==> config.mk <==
export PLATFORM = sky130hd
export DESIGN_NAME = exponential_backoff_retry_controller
export DESIGN_NICKNAME = d
export VERILOG_FILES = /design/src/hw/rtl/ebrc_pkg.sv /design/src/hw/rtl/ebrc_dp.sv /design/src/hw/rtl/ebrc_ctrl.sv /design/src/hw/rtl/exponential_backoff_retry_controller.sv
export SDC_FILE = /design/constraint.sdc
export NUM_CORES = 1
export LEC_CHECK = 0
export ABC_AREA = 1
export BUFFER_PORTS_ARGS = -buffer_cell sky130_fd_sc_hd__buf_2
export CAP_MARGIN = 20
export CORE_MARGIN = 1
export CORE_UTILIZATION = 45
export DETAILED_ROUTE_END_ITERATION = 12
export SLEW_MARGIN = 20
export SYNTH_ARGS = -nofsm -noshare
export SYNTH_HDL_FRONTEND = slang
export SYNTH_SLANG_ARGS = --single-unit
==> constraint.sdc <==
create_clock -name clk -period 10.1 [get_ports clk]
set_input_delay 1.01 -clock clk [delete_from_list [all_inputs] [get_ports clk]]
set_output_delay 1.01 -clock clk [all_outputs]
set_load 0.1 [all_outputs]
==> src/hw/rtl/ebrc_pkg.sv <==
// shared types and constants of the backoff retry controller
// no dependencies; used by the datapath, controller, top level and checker
`default_nettype none

package ebrc_pkg;

    // result action codes
    localparam logic [1:0] ACT_DONE   = 2'd0;
    localparam logic [1:0] ACT_GIVEUP = 2'd1;
    localparam logic [1:0] ACT_RETRY  = 2'd2;

    // configuration register indexes
    localparam logic [1:0] REG_BASE  = 2'd0;
    localparam logic [1:0] REG_MAX   = 2'd1;
    localparam logic [1:0] REG_LIMIT = 2'd2;

    // field widths
    localparam int WIN_W = 32;
    localparam int RND_W = 64;
    localparam int ACT_W = 2;
    localparam int IDX_W = 2;

    // remainder unit retires two dividend bits a cycle
    localparam int DIV_STEPS  = RND_W / 2;
    localparam int DIV_CNT_W  = $clog2(DIV_STEPS);

    // controller to datapath commands
    typedef struct packed {
        logic load_in;
        logic eval;
        logic div_step;
        logic load_out;
    } dp_cmd_t;

    // datapath to controller status
    typedef struct packed {
        logic eval_retry;
        logic div_last;
        logic out_busy;
    } dp_sts_t;

endpackage

`default_nettype wire

==> src/hw/rtl/ebrc_dp.sv <==
// datapath: config registers, window and failure count, remainder unit, output word
// depends on ebrc_pkg
`default_nettype none

module ebrc_dp (
    input  wire                          clk,
    input  wire                          rst_n,
    input  wire                          cfg_we,
    input  wire  [ebrc_pkg::IDX_W-1:0]   cfg_index,
    input  wire  [ebrc_pkg::WIN_W-1:0]   cfg_data,
    input  wire                          attempt_ok,
    input  wire  [ebrc_pkg::RND_W-1:0]   random_value,
    input  wire                          out_stall,
    input  ebrc_pkg::dp_cmd_t            cmd,
    output ebrc_pkg::dp_sts_t            sts,
    output logic                         out_valid,
    output logic [ebrc_pkg::ACT_W-1:0]   action,
    output logic [ebrc_pkg::WIN_W-1:0]   wait_ms
);
    import ebrc_pkg::*;

    logic [WIN_W-1:0]     base_reg, max_reg, limit_reg;
    logic [WIN_W-1:0]     window_reg, window_next;
    logic [WIN_W-1:0]     count_reg, count_next;
    logic                 ok_reg;
    logic [RND_W-1:0]     rnd_reg, rnd_next;
    logic [WIN_W-1:0]     divisor_reg;
    logic [WIN_W-1:0]     rem_reg, rem_next;
    logic [DIV_CNT_W-1:0] step_reg, step_next;
    logic [ACT_W-1:0]     act_reg, act_next;
    logic                 out_valid_reg;
    logic [ACT_W-1:0]     action_reg;
    logic [WIN_W-1:0]     wait_reg;

    logic [WIN_W-1:0]     base_eff, max_eff, cur_win, grown_win, cnt_inc;
    logic                 limit_hit;
    logic [WIN_W:0]       trial1, trial2, diff1, diff2;
    logic [WIN_W-1:0]     part1;

    // configuration writes, unknown index ignored
    always_ff @(posedge clk or negedge rst_n)
    begin
        if (!rst_n)
        begin
            base_reg  <= WIN_W'(1);
            max_reg   <= WIN_W'(1);
            limit_reg <= '0;
        end
        else if (cfg_we)
        begin
            unique case (cfg_index)
                REG_BASE:  base_reg  <= cfg_data;
                REG_MAX:   max_reg   <= cfg_data;
                REG_LIMIT: limit_reg <= cfg_data;
                default:   ;
            endcase
        end
    end

    // zero base or max behaves as one
    assign base_eff  = (base_reg == '0) ? WIN_W'(1) : base_reg;
    assign max_eff   = (max_reg == '0) ? WIN_W'(1) : max_reg;
    assign cur_win   = (window_reg == '0) ? base_eff : window_reg;
    assign grown_win = (cur_win <= (max_eff >> 1)) ? {cur_win[WIN_W-2:0], 1'b0} : max_eff;
    assign cnt_inc   = count_reg + WIN_W'(1);
    assign limit_hit = (limit_reg != '0) && (cnt_inc == limit_reg);

    // two restoring remainder steps per cycle
    assign trial1 = {rem_reg, rnd_reg[RND_W-1]};
    assign diff1  = trial1 - {1'b0, divisor_reg};
    assign part1  = diff1[WIN_W] ? trial1[WIN_W-1:0] : diff1[WIN_W-1:0];
    assign trial2 = {part1, rnd_reg[RND_W-2]};
    assign diff2  = trial2 - {1'b0, divisor_reg};

    // next-state of the working registers
    always_comb
    begin
        window_next = window_reg;
        count_next  = count_reg;
        rnd_next    = rnd_reg;
        rem_next    = rem_reg;
        step_next   = step_reg;
        act_next    = act_reg;
        if (cmd.load_in)
        begin
            rnd_next = random_value;
        end
        if (cmd.eval)
        begin
            if (ok_reg)
            begin
                window_next = '0;
                count_next  = '0;
                act_next    = ACT_DONE;
            end
            else if (limit_hit)
            begin
                window_next = '0;
                count_next  = '0;
                act_next    = ACT_GIVEUP;
            end
            else
            begin
                if (limit_reg != '0)
                begin
                    count_next = cnt_inc;
                end
                window_next = grown_win;
                rem_next    = '0;
                step_next   = DIV_CNT_W'(DIV_STEPS - 1);
                act_next    = ACT_RETRY;
            end
        end
        if (cmd.div_step)
        begin
            rem_next  = diff2[WIN_W] ? trial2[WIN_W-1:0] : diff2[WIN_W-1:0];
            rnd_next  = {rnd_reg[RND_W-3:0], 2'b00};
            step_next = step_reg - DIV_CNT_W'(1);
        end
    end

    // sequence state
    always_ff @(posedge clk or negedge rst_n)
    begin
        if (!rst_n)
        begin
            window_reg <= '0;
            count_reg  <= '0;
        end
        else
        begin
            window_reg <= window_next;
            count_reg  <= count_next;
        end
    end

    // working registers, no reset needed
    always_ff @(posedge clk)
    begin
        rnd_reg  <= rnd_next;
        rem_reg  <= rem_next;
        step_reg <= step_next;
        act_reg  <= act_next;
        if (cmd.load_in)
        begin
            ok_reg <= attempt_ok;
        end
        if (cmd.eval)
        begin
            divisor_reg <= cur_win;
        end
    end

    // output word register
    always_ff @(posedge clk or negedge rst_n)
    begin
        if (!rst_n)
        begin
            out_valid_reg <= 1'b0;
        end
        else if (cmd.load_out)
        begin
            out_valid_reg <= 1'b1;
        end
        else if (!out_stall)
        begin
            out_valid_reg <= 1'b0;
        end
    end

    always_ff @(posedge clk)
    begin
        if (cmd.load_out)
        begin
            action_reg <= act_reg;
            wait_reg   <= (act_reg == ACT_RETRY) ? rem_reg : '0;
        end
    end

    // status back to the controller
    always_comb
    begin
        sts.eval_retry = !ok_reg && !limit_hit;
        sts.div_last   = (step_reg == '0);
        sts.out_busy   = out_valid_reg && out_stall;
    end

    assign out_valid = out_valid_reg;
    assign action    = action_reg;
    assign wait_ms   = wait_reg;

endmodule

`default_nettype wire

==> src/hw/rtl/ebrc_ctrl.sv <==
// controller: sequences capture, evaluation, remainder steps and output load
// depends on ebrc_pkg
`default_nettype none

module ebrc_ctrl (
    input  wire                 clk,
    input  wire                 rst_n,
    input  wire                 in_valid,
    output logic                in_stall,
    input  ebrc_pkg::dp_sts_t   sts,
    output ebrc_pkg::dp_cmd_t   cmd
);
    import ebrc_pkg::*;

    localparam logic [1:0] S_IDLE = 2'd0;
    localparam logic [1:0] S_EVAL = 2'd1;
    localparam logic [1:0] S_DIV  = 2'd2;
    localparam logic [1:0] S_POST = 2'd3;

    logic [1:0] state_reg, state_next;

    // state register
    always_ff @(posedge clk or negedge rst_n)
    begin
        if (!rst_n)
        begin
            state_reg <= S_IDLE;
        end
        else
        begin
            state_reg <= state_next;
        end
    end

    // transitions and commands
    always_comb
    begin
        state_next = state_reg;
        cmd        = '0;
        unique case (state_reg)
            S_IDLE:
            begin
                if (in_valid)
                begin
                    cmd.load_in = 1'b1;
                    state_next  = S_EVAL;
                end
            end
            S_EVAL:
            begin
                cmd.eval   = 1'b1;
                state_next = sts.eval_retry ? S_DIV : S_POST;
            end
            S_DIV:
            begin
                cmd.div_step = 1'b1;
                if (sts.div_last)
                begin
                    state_next = S_POST;
                end
            end
            S_POST:
            begin
                if (!sts.out_busy)
                begin
                    cmd.load_out = 1'b1;
                    state_next   = S_IDLE;
                end
            end
            default:
            begin
                state_next = S_IDLE;
            end
        endcase
    end

    assign in_stall = (state_reg != S_IDLE);

endmodule

`default_nettype wire

==> src/hw/rtl/exponential_backoff_retry_controller.sv <==
// Sequence: done and give-up words go through the evaluation and output load states;
// retry words also run the remainder steps, two dividend bits per step, before the output load.
// One word in flight at a time: a new input word is taken only after the result
// is loaded into the output register; a stalled output word holds up that load.
// Reset (async, active low) sets base and max window to 1, limit to 0,
// clears window and failure count and empties the output register.
// top level: joins controller and datapath; depends on ebrc_pkg, ebrc_ctrl, ebrc_dp
`default_nettype none

module exponential_backoff_retry_controller (
    input  wire                          clk,
    input  wire                          rst_n,
    input  wire                          cfg_we,
    input  wire  [ebrc_pkg::IDX_W-1:0]   cfg_index,
    input  wire  [ebrc_pkg::WIN_W-1:0]   cfg_data,
    input  wire                          in_valid,
    output logic                         in_stall,
    input  wire                          attempt_ok,
    input  wire  [ebrc_pkg::RND_W-1:0]   random_value,
    output logic                         out_valid,
    input  wire                          out_stall,
    output logic [ebrc_pkg::ACT_W-1:0]   action,
    output logic [ebrc_pkg::WIN_W-1:0]   wait_ms
);
    import ebrc_pkg::*;

    dp_cmd_t cmd;
    dp_sts_t sts;

    // sequencer
    ebrc_ctrl u_ctrl (
        .clk      (clk),
        .rst_n    (rst_n),
        .in_valid (in_valid),
        .in_stall (in_stall),
        .sts      (sts),
        .cmd      (cmd)
    );

    // arithmetic and storage
    ebrc_dp u_dp (
        .clk          (clk),
        .rst_n        (rst_n),
        .cfg_we       (cfg_we),
        .cfg_index    (cfg_index),
        .cfg_data     (cfg_data),
        .attempt_ok   (attempt_ok),
        .random_value (random_value),
        .out_stall    (out_stall),
        .cmd          (cmd),
        .sts          (sts),
        .out_valid    (out_valid),
        .action       (action),
        .wait_ms      (wait_ms)
    );

endmodule

`default_nettype wire

==> flow_metrics.py <==
metrics = {
    "run_status": {
        "status": "complete, no violations",
    },
    "routing": {
        "ant_nets": 0,
        "totalWireLength_um": 61300,
        "vias": 19100,
        "first_pass_iters": 6,
        "drc": 0,
        "vias_per_cell": 5.30,
        "routedWlPerCell_um": 17.0,
        "drt_iter0_drc": 1716,
    },
    "timing": {
        "hold_slack_ps": 451,
        "skew_ps": 23.2,
        "min_period_ps": 5750,
        "fmax_mhz": 174,
        "hold_viol_final": 0,
        "setup_viol_count_final": 0,
        "setup-tns-final_ps": 0,
        "slew_viol_final": 0,
        "worst_pin_slew_ps": 1040,
        "setup_slack_ps": 4350,
        "rsz0062_at_grt": "false",
        "fin_crit_sh_pct": 56.9,
        "slew_headroom_pct": 30.4,
    },
    "cts": {
        "path_clk_slew_ps": 60,
        "clock_path_buffers": 3,
        "cts_tree": "built",
        "postCtsHoldBufs": 0,
        "cts_setup_buffers": 0,
        "h-tree-depth": 2,
        "cts_resized": 0,
        "cts_inserted_buffers": 40,
        "insertion_delay_ps": 570,
        "cts_sinks": 333,
        "cts_root_buf": "clkbuf_16",
    },
    "setup_path": {
        "reg2reg_slack_ps": 4350,
        "critPathMaxStageDelay_ps": 590,
        "critPathMaxFanout": 56,
        "cp-end-kind": "flop",
        "reg2reg_to": "u_dp.rem_reg[28]$_SDFFCE_PN0P_",
        "reg2regPathDepth": 29,
        "cp.required_ps": 10400,
        "path_class": "reg -> reg",
        "crit_arrival_ps": 6040,
        "slowest_stage": "nand2_1",
        "reg2reg_from": "u_dp.divisor_reg[0]$_DFFE_PP_",
        "path_common_cell": "nand2_1",
        "startpoint_type": "flop",
    },
    "final_layout": {
        "n_fill_cell": 4576,
        "fin_nets": 3170,
        "instances_no_fill": 3601,
        "drive_above_1_share_pct": 9.08,
        "largest_reg_flops": 64,
        "antenna_cells": 0,
        "areaGrowthSynthToFinish_pct": 12.7,
    },
    "min_path": {
        "hp-class": "reg -> reg",
        "whs_endpoint": "u_dp.action[0]$_DFFE_PP_",
        "min_from": "u_dp.act_reg[0]$_SDFFCE_PP0P_",
        "hold_path_depth": 0,
    },
    "synthesis": {
        "syn_inst": 2853,
        "async_flop_share_pct": 48.9,
        "seq_area_frac_synth_pct": 43.3,
        "synth_edf_count": 168,
        "synthFlopType": "edfxtp_1",
        "synth.distinct_cells": 50,
        "ys_seq_elements": 333,
        "yosys_warnings": 0,
        "syn-mean-instance-area_sq_um": 7.42,
        "syn-num-nets": 3061,
        "syn_area_sq_mm": 0.0212,
    },
    "global_route": {
        "grt_overflow_total": 0,
        "use_met3_pct": 2.84,
        "global_route.usage.met2_pct": 40.4,
        "grt_pass1_vias": 17700,
        "grt_max_degree": 91,
        "grtUsageTotal_pct": 25.7,
        "grt.busiest_layer": "met2",
        "use_met1_pct": 36.4,
        "grt_pass1_wl_um": 96000,
        "antenna_found_initial": 0,
    },
    "floorplanning": {
        "row_count": 79,
        "ios": 140,
        "core_sq_mm": 0.0465,
        "fp.dieW_um": 219,
        "fp.dieH_um": 219,
        "dieArea_sq_mm": 0.0479,
        "initial_core_util_pct": 45.5,
    },
    "run": {
        "max-cap-violations": 0,
    },
    "place": {
        "dp_slack_ps": 4460,
        "dp.cells": 3525,
        "gp_congestion": 0.910,
        "io_buffers": 139,
        "place_hpwl_um": 46200,
    },
}
per-stage QoR:
step	area (sq um)	util [%]
3_5_place_dp	22400	48.2
2_1_floorplan	21200	-
4_1_cts	23800	51.2
6_report	23900	51.4
3_3_place_gp	22400	48.1
5_1_grt	23900	51.4
Yosys cell counts (2+ instances only):
library cell,n,area share (%)
o21a_1,4,0.14
o211ai_1,2,0.071
nand2_2,6,0.18
dfrtp_1,161,19
dfstp_2,2,0.25
o22ai_1,24,0.71
inv_2,4,0.071
o21bai_1,18,0.64
buf_6,7,0.37
o221ai_1,2,0.083
nand4_1,34,1.0
clkbuf_2,2,0.047
fa_1,2,0.19
or2_2,6,0.18
xnor2_1,21,0.87
inv_1,356,6.3
nor4_1,13,0.38
nand3_1,195,4.6
buf_2,12,0.28
nor2_1,291,5.2
nand3b_1,15,0.53
nor3_1,20,0.47
o21ai_1,3,0.071
buf_1,7,0.12
clkbuf_1,62,1.1
a21boi_0,4,0.14
a21oi_1,95,2.2
a31oi_1,3,0.089
nor2_4,4,0.21
dfxtp_1,2,0.19
nand2_1,894,16
nand3_2,2,0.095
ha_1,102,6.0
nor2_2,9,0.27
xor2_1,26,1.1
edfxtp_1,168,24
o21ai_0,246,5.8
a21oi_2,3,0.12
nand2_4,3,0.16
a21o_1,13,0.46
cell usage in the layout, fill, tap and decap left out, types with 15 or more instances in the layout:
master,instances
nand2_1,890
nand3_1,194
edfxtp_1,168
o21ai_0,246
nor3_1,20
a21oi_1,94
nand3b_1,15
inv_1,356
buf_2,138
xor2_1,26
nand4_1,34
o21bai_1,18
ha_1,100
xnor2_1,21
dfrtp_1,161
nor2_1,290
clkbuf_16,42
o22ai_1,24
worst max-delay path: cells and delay by family, from the launching register on:
kind | cells | cell delay, ps
and+or+nand+nor | 15 | 2180
AOI/OAI and AO/OA | 5 | 1190
adders and majority gates | 3 | 910
buffers and inverters | 6 | 720
DFF | 1 | 420
layer usage:
metal | part of all wire [%] | vias to the layer above
met1 | 46 | 8954
met2 | 45 | 558
met3 | 5.3 | 92
met4 | 3.1 | 0
li1 | - | 9496
met5 | 0 | -
area by class of cell:
class / count / area, sq um / area share [%]
multi-input combinational: 2070 / 10300 / 43.1
inverter: 360 / 1350 / 5.66
sequential: 333 / 9170 / 38.4
clock inverter: 27 / 318 / 1.33
timing repair buffer: 157 / 893 / 3.74
clock buffer: 47 / 1080 / 4.53
tap: 607 / 759 / 3.18
worst max path at each step:
| stage | slack [ps] | to | depth (start not counted) | start |
|---|---|---|---|---|
| floorplan | 5030 | u_dp.rem_reg[0]$_SDFFCE_PN0P_ | 17 | u_dp.count_reg[0]$_DFFE_PN0P_ |
| global placement | 4400 | u_dp.rem_reg[3]$_SDFFCE_PN0P_ | 26 | u_dp.rem_reg[13]$_SDFFCE_PN0P_ |
| detailed placement | 4460 | u_dp.rem_reg[27]$_SDFFCE_PN0P_ | 29 | u_dp.rnd_reg[63]$_DFFE_PP_ |
| CTS | 4410 | u_dp.rem_reg[31]$_SDFFCE_PN0P_ | 28 | u_dp.divisor_reg[0]$_DFFE_PP_ |
| global route | 3780 | u_dp.rem_reg[8]$_SDFFCE_PN0P_ | 29 | u_dp.divisor_reg[0]$_DFFE_PP_ |
| finish | 4350 | u_dp.rem_reg[28]$_SDFFCE_PN0P_ | 29 | u_dp.divisor_reg[0]$_DFFE_PP_ |
cells by family (layout without fill, tap and decap cells):
logic type / after synthesis / in the layout / share of synthesized area [%]
fa+ha+maj: 104 / 104 / 6.22
flops: 333 / 333 / 43.3
xor+xnor: 48 / 48 / 2.05
compound gates: 422 / 422 / 10.8
buf+inv: 450 / 591 / 8.31
simple gates: 1496 / 1496 / 29.3
Power is left out: the tool's default activity adds up to more than one toggle a clock period on the data nets, which glitch-free logic cannot reach.
